File: config.mk
export PLATFORM = sky130hd
export DESIGN_NAME = jls_ctrl
export DESIGN_NICKNAME = d
export VERILOG_FILES = /design/src/design/jls_pkg.sv /design/src/design/jls_ctrl.sv
export VERILOG_INCLUDE_DIRS = /design/src /design/src/design
export SDC_FILE = /design/constraint.sdc
export NUM_CORES = 1
export LEC_CHECK = 0
export ABC_CLOCK_PERIOD_IN_PS = 4900
export BUFFER_PORTS_ARGS = -buffer_cell sky130_fd_sc_hd__buf_2
export CORE_MARGIN = 2
export CORE_UTILIZATION = 44
export DETAILED_ROUTE_END_ITERATION = 8
export PLACE_DENSITY = 0.81
export SYNTH_ARGS = -nofsm -noshare
export SYNTH_HDL_FRONTEND = slang
export SYNTH_SLANG_ARGS = --single-unit
File: constraint.sdc
create_clock -name clk -period 4.9 [get_ports clk]
set_clock_uncertainty 0.15 [all_clocks]
set_input_delay 1.47 -clock clk [delete_from_list [all_inputs] [get_ports clk]]
set_output_delay 1.47 -clock clk [all_outputs]
set_load 0.02 [all_outputs]
File: src/design/assert_macros.svh
// assertion macros used by the solver sequencer
`ifndef ASSERT_MACROS_SVH
`define ASSERT_MACROS_SVH

// implication checked on every clock edge outside reset
`define ASSERT_IMPL(label, clk, rst_n, ante, cons, msg) \
	label: assert property (@(posedge clk) disable iff (!rst_n) (ante) |-> (cons)) \
		else $error(msg);

// implication whose consequent is checked in the next cycle
`define ASSERT_NEXT(label, clk, rst_n, ante, cons, msg) \
	label: assert property (@(posedge clk) disable iff (!rst_n) (ante) |=> (cons)) \
		else $error(msg);

`endif

File: src/design/jls_pkg.sv
// types, constants and helpers shared by the jacobi solver
`default_nettype none
package jls_pkg;
	localparam int MaxOrder = 8;
	localparam int IdxW = $clog2(MaxOrder);
	localparam int MemAw = 2 * IdxW;
	localparam int OrdW = 4;
	localparam int TolW = 41;
	localparam int IterW = 16;
	localparam int ValW = 64;
	localparam int FracW = 40;
	localparam int CntW = 7;
	localparam logic [ValW-1:0] QOne = 64'h0000_0100_0000_0000;
	localparam logic signed [ValW-1:0] SMax = 64'sh7fff_ffff_ffff_ffff;
	localparam logic signed [ValW-1:0] SMin = 64'sh8000_0000_0000_0000;

	localparam logic [1:0] ReqMatrix = 2'd0;
	localparam logic [1:0] ReqRhs = 2'd1;
	localparam logic [1:0] ReqGuess = 2'd2;
	localparam logic [1:0] ReqSolve = 2'd3;

	localparam logic [1:0] RegOrder = 2'd0;
	localparam logic [1:0] RegTol = 2'd1;
	localparam logic [1:0] RegIter = 2'd2;

	typedef struct packed {
		logic [1:0] req_type;
		logic [2:0] row;
		logic [2:0] col;
		logic signed [63:0] value;
	} req_t;

	typedef struct packed {
		logic [2:0] index;
		logic signed [63:0] solution;
		logic converged;
		logic [15:0] sweeps;
		logic zero_pivot;
		logic last;
	} res_t;

	// commands from controller to datapath
	typedef struct packed {
		logic wr_load;
		logic [1:0] load_kind;
		logic [IdxW-1:0] load_row;
		logic [IdxW-1:0] load_col;
		logic row_init;
		logic [IdxW-1:0] i;
		logic [IdxW-1:0] j;
		logic mem_rd;
		logic mul_start;
		logic mul_step;
		logic mac_sub;
		logic mac_diag;
		logic div_start;
		logic div_step;
		logic row_done;
		logic sweep_init;
		logic sweep_done;
		logic solve_init;
		logic copy_prev;
		logic [IdxW-1:0] out_idx;
	} cmd_t;

	typedef struct packed {
		logic conv;
		logic [IterW-1:0] sweeps;
	} sts_t;

	function automatic logic signed [ValW-1:0] sat_sub(input logic signed [ValW-1:0] a,
		input logic signed [ValW-1:0] b);
		logic signed [ValW-1:0] r;
		begin
			r = a - b;
			if ((a[ValW-1] != b[ValW-1]) && (r[ValW-1] != a[ValW-1]))
				return a[ValW-1] ? SMin : SMax;
			return r;
		end
	endfunction
endpackage
`default_nettype wire

File: src/design/jls_ctrl.sv
// jacobi sequencer: loads, sweep loop, result emission
`default_nettype none
module jls_ctrl import jls_pkg::*; (
	input wire logic clk,
	input wire logic arst_n,
	input wire logic start,
	input wire req_t req,
	input wire logic [OrdW-1:0] order,
	input wire logic [IterW-1:0] max_iterations,
	input wire logic conv,
	input wire logic mul_busy,
	input wire logic div_busy,
	output cmd_t cmd,
	output logic busy,
	output logic emit,
	output logic emit_last,
	output logic [IterW-1:0] sweeps
);
`include "assert_macros.svh"
	localparam logic [2:0] StIdle = 3'd0;
	localparam logic [2:0] StCheck = 3'd1;
	localparam logic [2:0] StMac = 3'd2;
	localparam logic [2:0] StMulGo = 3'd3;
	localparam logic [2:0] StDiv = 3'd4;
	localparam logic [2:0] StEmit = 3'd5;
	localparam logic [2:0] StDivGo = 3'd6;
	localparam logic [2:0] StMul = 3'd7;

	logic [2:0] state_q;
	logic [IdxW-1:0] i_q, j_q, n_last_q;
	logic [IterW-1:0] sw_q;
	logic fire;

	assign fire = start && !busy;
	assign busy = state_q != StIdle;
	assign sweeps = sw_q;

	always_comb begin
		cmd = '0;
		cmd.wr_load = fire && req.req_type != ReqSolve;
		cmd.load_kind = req.req_type;
		cmd.load_row = req.row;
		cmd.load_col = req.col;
		cmd.i = i_q;
		cmd.j = j_q;
		cmd.out_idx = i_q;
		cmd.solve_init = fire && req.req_type == ReqSolve;
		case (state_q)
			StCheck: begin
				if (!conv && sw_q < max_iterations) begin
					cmd.copy_prev = 1'b1;
					cmd.sweep_init = 1'b1;
				end
			end
			StMac: begin
				if (j_q == '0)
					cmd.row_init = 1'b1;
				cmd.mem_rd = 1'b1;
			end
			StMulGo: cmd.mul_start = 1'b1;
			StMul: begin
				cmd.mul_step = 1'b1;
				if (!mul_busy) begin
					cmd.mac_sub = j_q != i_q;
					cmd.mac_diag = j_q == i_q;
				end
			end
			StDivGo: cmd.div_start = 1'b1;
			StDiv: begin
				cmd.div_step = 1'b1;
				cmd.row_done = !div_busy;
				if (!div_busy && i_q == n_last_q)
					cmd.sweep_done = 1'b1;
			end
			default: ;
		endcase
	end

	assign emit = state_q == StEmit;
	assign emit_last = i_q == n_last_q;

	always_ff @(posedge clk or negedge arst_n) begin
		if (!arst_n) begin
			state_q <= StIdle;
			i_q <= '0;
			j_q <= '0;
			n_last_q <= '0;
			sw_q <= '0;
		end else begin
			case (state_q)
				StIdle: begin
					if (cmd.solve_init) begin
						if (order == '0)
							n_last_q <= '0;
						else if (order > OrdW'(MaxOrder))
							n_last_q <= IdxW'(MaxOrder - 1);
						else
							n_last_q <= IdxW'(order - 1'b1);
						sw_q <= '0;
						state_q <= StCheck;
					end
				end
				StCheck: begin
					i_q <= '0;
					j_q <= '0;
					if (cmd.copy_prev)
						state_q <= StMac;
					else
						state_q <= StEmit;
				end
				StMac: state_q <= StMulGo;
				StMulGo: state_q <= StMul;
				StMul: begin
					if (!mul_busy) begin
						if (j_q == n_last_q) begin
							j_q <= '0;
							state_q <= StDivGo;
						end else begin
							j_q <= j_q + 1'b1;
							state_q <= StMac;
						end
					end
				end
				StDivGo: state_q <= StDiv;
				StDiv: begin
					if (!div_busy) begin
						if (i_q == n_last_q) begin
							sw_q <= sw_q + 1'b1;
							state_q <= StCheck;
						end else begin
							i_q <= i_q + 1'b1;
							state_q <= StMac;
						end
					end
				end
				StEmit: begin
					if (i_q == n_last_q)
						state_q <= StIdle;
					else
						i_q <= i_q + 1'b1;
				end
				default: state_q <= StIdle;
			endcase
		end
	end

	`ASSERT_IMPL(a_no_emit_idle, clk, arst_n, emit, busy, "result while idle")
	`ASSERT_NEXT(a_div_after_go, clk, arst_n, cmd.div_start, div_busy, "divider not started")
	`ASSERT_NEXT(a_mul_after_go, clk, arst_n, cmd.mul_start, mul_busy, "multiplier not started")
	`ASSERT_IMPL(a_mac_bounded, clk, arst_n, cmd.mem_rd, j_q <= n_last_q,
		"mac index out of range")
endmodule
`default_nettype wire
==> metrics.md, run 1 <==
| Metric | Value |
|---|---|
| Die Footprint | 6220 um2 |
| Worst Hold Class | reg -> reg |
| Post-synth cell types | 52 |
| Setup tns final | 0 ps |
| Worst setup path class | in -> out |
| Worst setup EP type | output pin |
| Area fraction in compound gates after synthesis | 19.0% |
| Worst reg2reg path depth | 7 |
| Tightest Pin Transition | between 600 and 700 ps |
| Met1 usage | between 20% and 30% |
| Final non-filler cell area | 2920 um2 |
| Router iterations before antenna repair | 4 |
| Floorplan die width | 78.9 um |
| Number of antenna violations at the first check in global routing | 0 |
| Final Worst Setup Slack | 59.7 ps |
| Area taken by multi-input logic gates | 1570 um2 |
| Power density over cell area | 405 nW/um2 |
| Placed inst area | 2790 um2 |
| Number of clock sinks | 28 |
| Worst setup slack before clock tree synthesis | -61.8 ps |
| GRT Resource Usage Total | a little under a fifth |
| Shortest clock period the worst path allows after layout | 4840 ps |
| Proportion of register bits with asynchronous set or reset after synthesis | 100% |
| Multiplexer share of the synthesized area | less than 1% |
| Most used DFF post-synth | dfrtp_1 |
| CP startpoint kind | primary input |
| Status | finished clean |
| Count of yosys warnings during synthesis | 0 |
| Final nets | 450 |
| Number of standard cells after synthesis | 271 |
| Buffer cell driving the clock tree root | clkbuf_8 |
| GPL Wtd Cong | 0.889 |
| Required time at the endpoint of the critical path | 3280 ps |
| Area added between synthesis and finish | 18.3% |
| Finished Layout Cells | 402 |
| Ports placed on the boundary | 148 |
| Largest family of logic cells by synthesized area | simple AND/OR/NAND/NOR gates |
| Fillers | 540 |
| Mean routed wirelength per cell | 14.0 um |
| Vias per cell | 5.35 |
| Register-to-register path setup slack | 2550 ps |
| Part of the cycle the worst path needs | between 90% and 100% |
| Overflow after GRT | 0 |
| Final Max Tran Viols | 0 |
| Placed Instances | 397 |
| Number of nets still failing antenna checks after routing | 0 |
| CTS tree | built |
| Count of flip-flops with a built-in enable after synthesis | 0 |
| Simple-gate portion of the synthesized area | between 20 and 25% |
| Top Usage Layer GRT | met2 |
| Met3 Use GR | 2.27% |
| Proportion of layout cells with a drive suffix above 1 | 33.6% |
| Post-synthesis xor/xnor area fraction | 8.37% |
| Number of global-route vias before repair | 1993 |
| Clock buffer depth | 2 |
| Static leakage power | about 1.4 nW |
| Worst Hold Depth | 1 |
| Number of synthesized register bits | 28 |
| Height of the die | between 70 and 80 um |
| DP Wirelength | 4270 um |
| FMAX | 207 MHz |
| Area used by sequential logic in the layout | 701 um2 |
| Worst skew pair latency | between 200 and 300 ps |
| Seq/Total Area, Yosys | 28.4% |
| Number of buffers added by the clock tree synthesis step | 3 |
| Share of synthesized cell area in full adder, half adder and majority cells | 11.0% |
| Net count of the mapped netlist | 389 |
| Final hold violations | 0 |
| CP max FO | 2 |
| Average size of a mapped cell | 9.10 um2 |
| Total number of H-tree levels | 1 |
| M2 GR Usage | 27.9% |
| # Max-Cap Violations | 0 |
| Number of standard-cell rows in the floorplan | 27 |
| Overall via count from detail_route | 2150 |
| VDD IR max | 0.000182 V |
| Final Routed Wirelength | between 5000 and 6000 um |
| Maximum number of pins on one net before global-route repair | 29 |
| Buffers on Ports | between 70 and 80 |
| Arrival time of data at the critical path endpoint | 3220 ps |
| Final count of negative-setup-slack endpoints | 0 |
| Area of the placeable core | 5470 um2 |
| Clock input transition at the sequential cells of the worst setup and hold paths | roughly 90 ps |
| Initial cell density of the core | between 40% and 50% |
| First-pass GRT wire length | 9160 um |
| Residual DRC count | 0 |
| Cell Area, Synth | around 2500 um2 |
| Ant. Diodes | 0 |
| Worst slew margin | a little under three fifths |
| Number of design-rule violations left by the first detailed-router iteration | 189 |
-- flip-flops by register name, summed over array words and instances, names as in the netlist --
signal	flops
j_q	3
n_last_q	3
i_q	3
sweeps	16
state_q	3
-- cell usage in the layout, fill, tap and decap left out, drive strengths merged, types with 2 or more instances in the layout --
cell type and instances:
xor2 3, o211ai 2, nor3b 2, xnor2 18
a22o 2, clkbuf 3, ha 20, maj3 2
inv 32, a211oi 9, o21ai 16, nand3 11
and4 2, buf 75, or3 2, nand2 19
a21o 2, nand4 8, nor2 24, a22oi 2
a21oi 9, nor2b 3, a31oi 3, and2 3
nor4 2, nand2b 3, dfrtp 28, a2111oi 4
and3 4, nor3 7
-- kinds of logic (layout without fill, tap and decap cells) --
group | after synthesis | after routing
AND/OR/NAND/NOR | 93 | 93
AO/OA/AOI/OAI | 55 | 55
buffers and inverters | 51 | 110
flip-flops | 28 | 28
adder cells (fa/ha/maj) | 22 | 22
XOR/XNOR | 21 | 21
multiplexers | 1 | 1
-- cell usage after synthesis (all sizes together) (3+ instances only) --
cell type  number  area, um2
and2            3       18.8
clkbuf          3       11.3
a2111oi         4        110
nand2b          3       26.3
and3            4       25.0
o21ai          16       80.1
dfrtp          28        701
inv            32        120
nor2b           3       18.8
a21oi           9       45.0
xor2            3       26.3
a31oi           3       18.8
nor2           24       92.6
nand2          19       71.3
nand3          11       67.6
buf            16        129
nand4           8        101
ha             20        250
xnor2          18        180
nor3            7       46.3
a211oi          9       97.6
-- layout make-up --
type | count | share of cell area (%)
clock buffers | 3 | 1.41
inverters | 32 | 4.11
multi-input cells | 192 | 53.8
flip-flops and latches | 28 | 24.0
well taps | 72 | 3.09
repair buffers | 75 | 13.6
-- final timing paths --
kind / startpoint / endpoint
max in group asynchronous: arst_n / state_q[2]
worst min-delay path: sweeps[0] / sweeps[0]
worst min register to register: sweeps[0] / sweeps[0]
worst max register to register: sweeps[6] / state_q[1]
min in group asynchronous: arst_n / sweeps[2]
worst max-delay path: max_iterations[6] / cmd[3]
-- power by group --
| group | internal (W) | leakage, nW | total (W) | switching [W] |
|---|---|---|---|---|
| Sequential | 0.000281 | 0.374 | 0.000414 | 0.000133 |
| Clock | 0.0000551 | 0.0216 | 0.000126 | 0.0000712 |
| Combinational | 0.000258 | 1.05 | 0.000644 | 0.000386 |
| Total | 0.000594 | 1.45 | 0.00118 | 0.000589 |
-- critical path, stage by stage --
cell and delay [ps]:
buf_2 70, inv_1 30, ha_1 280, and3_4 190, a221oi_2 250, nor2_1 100
or4_4 520, nor2_4 160, buf_6 140
-- per-stage QoR --
stage               util, %  power, W  hold slack (ps)
global route           53.3   0.00128              498
finish                 53.3   0.00118              434
detailed placement     51.0   0.00105              420
global placement       51.0   0.00103              407
CTS                    51.9   0.00117              442
floorplan                 -  0.000905              385
-- timing repair --
action	in CTS	in global routing
pin swaps	0	9
endpoints found under the setup margin	2	2
resized for setup	1	11
hold buffers	0	0
buffers inserted	0	2
-- metal layers --
metal | share of wire [%] | wire (um)
met4 | 2.2 | 125
met5 | 0 | 0
met2 | 48 | 2680
met1 | 45 | 2550
met3 | 4.7 | 262
Note: power is estimated with default switching activity, not from simulation.
==> run 2: changes to the inputs <==
Settings changed: PLACE_DENSITY 0.81 to unset, PLACE_DENSITY_LB_ADDON set to 0.2.
==> metrics.md, run 2 (same netlist as run 1, synthesis figures left out) <==
| Metric | Value |
|---|---|
| Status | finished clean |
| Power density over cell area | between 400 and 500 nW/um2 |
| GRT Resource Usage Total | 19.1% |
| Number of nets still failing antenna checks after routing | 0 |
| Number of design-rule violations left by the first detailed-router iteration | 122 |
| Height of the die | 78.9 um |
| Worst setup path startpoint | max_iterations[14] |
| DP Wirelength | 4220 um |
| Number of clock sinks | 28 |
| CP startpoint kind | primary input |
| Initial cell density of the core | 45.1% |
| Required time at the endpoint of the critical path | 3280 ps |
| Final count of negative-setup-slack endpoints | 0 |
| Flip-flop count of the largest register after layout | 16 |
| Maximum number of pins on one net before global-route repair | 29 |
| Overflow after GRT | 0 |
| Final Routed Wirelength | roughly 5700 um |
| CTS tree | built |
| Mean routed wirelength per cell | 14.2 um |
| Start of the worst register-to-register path | sweeps[5] |
| Residual DRC count | 0 |
| # Max-Cap Violations | 0 |
| Worst reg2reg path depth | 7 |
| Worst reg2reg endpoint | state_q[1] |
| Setup tns final | 0 ps |
| CP max FO | 3 |
| Final Power | 0.00124 W |
| Number of standard-cell rows in the floorplan | 27 |
| Crit path max-delay cell type | or4_4 |
| Area taken by multi-input logic gates | 1580 um2 |
| Vias per cell | 5.21 |
| Total number of H-tree levels | 1 |
| Finished Layout Cells | 403 |
| Part of the cycle the worst path needs | 98.9% |
| Die Footprint | 6220 um2 |
| Part of the power in registers | between 30% and 40% |
| Proportion of layout cells with a drive suffix above 1 | roughly a third |
| FMAX | 206 MHz |
| Tightest Pin Transition | 665 ps |
| Static leakage power | 1.46 nW |
| Worst setup path class | in -> out |
| Router iterations before antenna repair | 4 |
| Number of global-route vias before repair | 2024 |
| Number of antenna violations at the first check in global routing | 0 |
| Worst slew margin | a little under three fifths |
| Ports placed on the boundary | 148 |
| Placed Instances | 398 |
| Shortest clock period the worst path allows after layout | 4850 ps |
| Internal power | 0.000648 W |
| Most common cell after layout, fill and taps aside | buf_2 |
| Power share of the combinational group | roughly half |
| Arrival time of data at the critical path endpoint | 3230 ps |
| Clock input transition at the sequential cells of the worst setup and hold paths | 110 ps |
| Area added between synthesis and finish | 20.0% |
| Worst setup EP type | output pin |
| Buffer cell driving the clock tree root | clkbuf_8 |
| Fillers | 538 |
| Most frequent cells in the layout | 69 x buf_2, 30 x inv_1, 28 x dfrtp_1 |
| Buffers on Ports | 71 |
| GPL Wtd Cong | 0.860 |
| Number of buffers added by the clock tree synthesis step | 3 |
| Overall via count from detail_route | 2098 |
| Cells along the critical path | buf_2, inv_1, ha_1, nand4_1, or2_4, nor4_1, buf_4, or4_4, nor2_4, buf_6 |
| First-pass GRT wire length | 9450 um |
| Area of the placeable core | ~5500 um2 |
| Worst Hold Class | reg -> reg |
| Termination of the worst setup path | cmd[3] |
| Floorplan die width | 78.9 um |
| Clock buffer depth | 2 |
| Area used by sequential logic in the layout | 701 um2 |
| Reported net switching power | ~0.0006 W |
| Worst hold slack | around 430 ps |
| Final hold violations | 0 |
| Ant. Diodes | 0 |
| Switching fraction of total power | 47.9% |
| Register-to-register path setup slack | 2600 ps |
| Delay of the slowest critical-path stage | 540 ps |
| Share of power burned in the clock network | 15.2% |
| Final nets | 450 |
| Final Max Tran Viols | 0 |
| VDD IR max | 0.000240 V |
| Worst skew pair latency | 280 ps |
-- run 2: cell types whose count changed in the layout (fill, tap and decap cells not counted), sizes merged --
cell and delta:
bufinv +1
-- run 2: critical path, delay by kind of cell --
kind	cells	cell delay [ps]
and+or+nand+nor	5	1060
buffers and inverters	4	380
adders and majority gates	1	320
-- run 2: timing repair --
action	in CTS	in global routing
setup endpoints to repair	2	2
setup buffers	0	1
resized for setup	1	13
hold buffers	0	0
pin swaps	0	5
-- run 2: power groups by stage --
stage          clock network [W]  logic [W]  registers (W)
3_3_place_gp                   0   0.000626       0.000414
6_report                0.000188   0.000644       0.000411
4_1_cts                 0.000191   0.000634       0.000410
2_1_floorplan                  0   0.000518       0.000387
5_1_grt                 0.000201   0.000719       0.000428
3_5_place_dp                   0   0.000633       0.000415
-- run 2: cell type report --
class / count / share of cell area (%)
Clock buffer: 3 / 1.39
Timing Repair Buffer: 75 / 13.4
Sequential cell: 28 / 23.7
Multi-Input combinational cell: 192 / 53.4
Clock inverter: 1 / 1.01
Inverter: 32 / 4.06
Tap cell: 72 / 3.04
-- run 2: how the worst min path moves through the flow --
| stage | start | to | slack (ps) | cells after the start |
|---|---|---|---|---|
| 6_report | sweeps[0] | sweeps[0] | 430 | 1 |
| 5_1_grt | sweeps[0] | sweeps[0] | 490 | 1 |
| 4_1_cts | sweeps[0] | sweeps[0] | 430 | 1 |
| 3_5_place_dp | sweeps[0] | sweeps[0] | 410 | 1 |
| 3_3_place_gp | sweeps[0] | sweeps[0] | 400 | 1 |
| 2_1_floorplan | n_last_q[0] | n_last_q[0] | 390 | 2 |
-- run 2: per-stage QoR --
stage	setup WS [ps]	util (%)	cell area (um2)
after floorplan	51.4	-	2470
after global placement	-28.7	51.1	2800
after detailed placement	-41.0	51.1	2800
after CTS	5.37	52.5	2880
after global routing	-9.65	54.1	2960
final	54.3	54.1	2960
-- run 2: per-layer routing --
metal	track usage, %	up-vias	share of wire [%]
met4	5.17	0	0.84
met1	27.3	966	48
li1	-	1057	-
met3	1.93	4	4.8
met2	30.9	71	47
met5	0	-	0
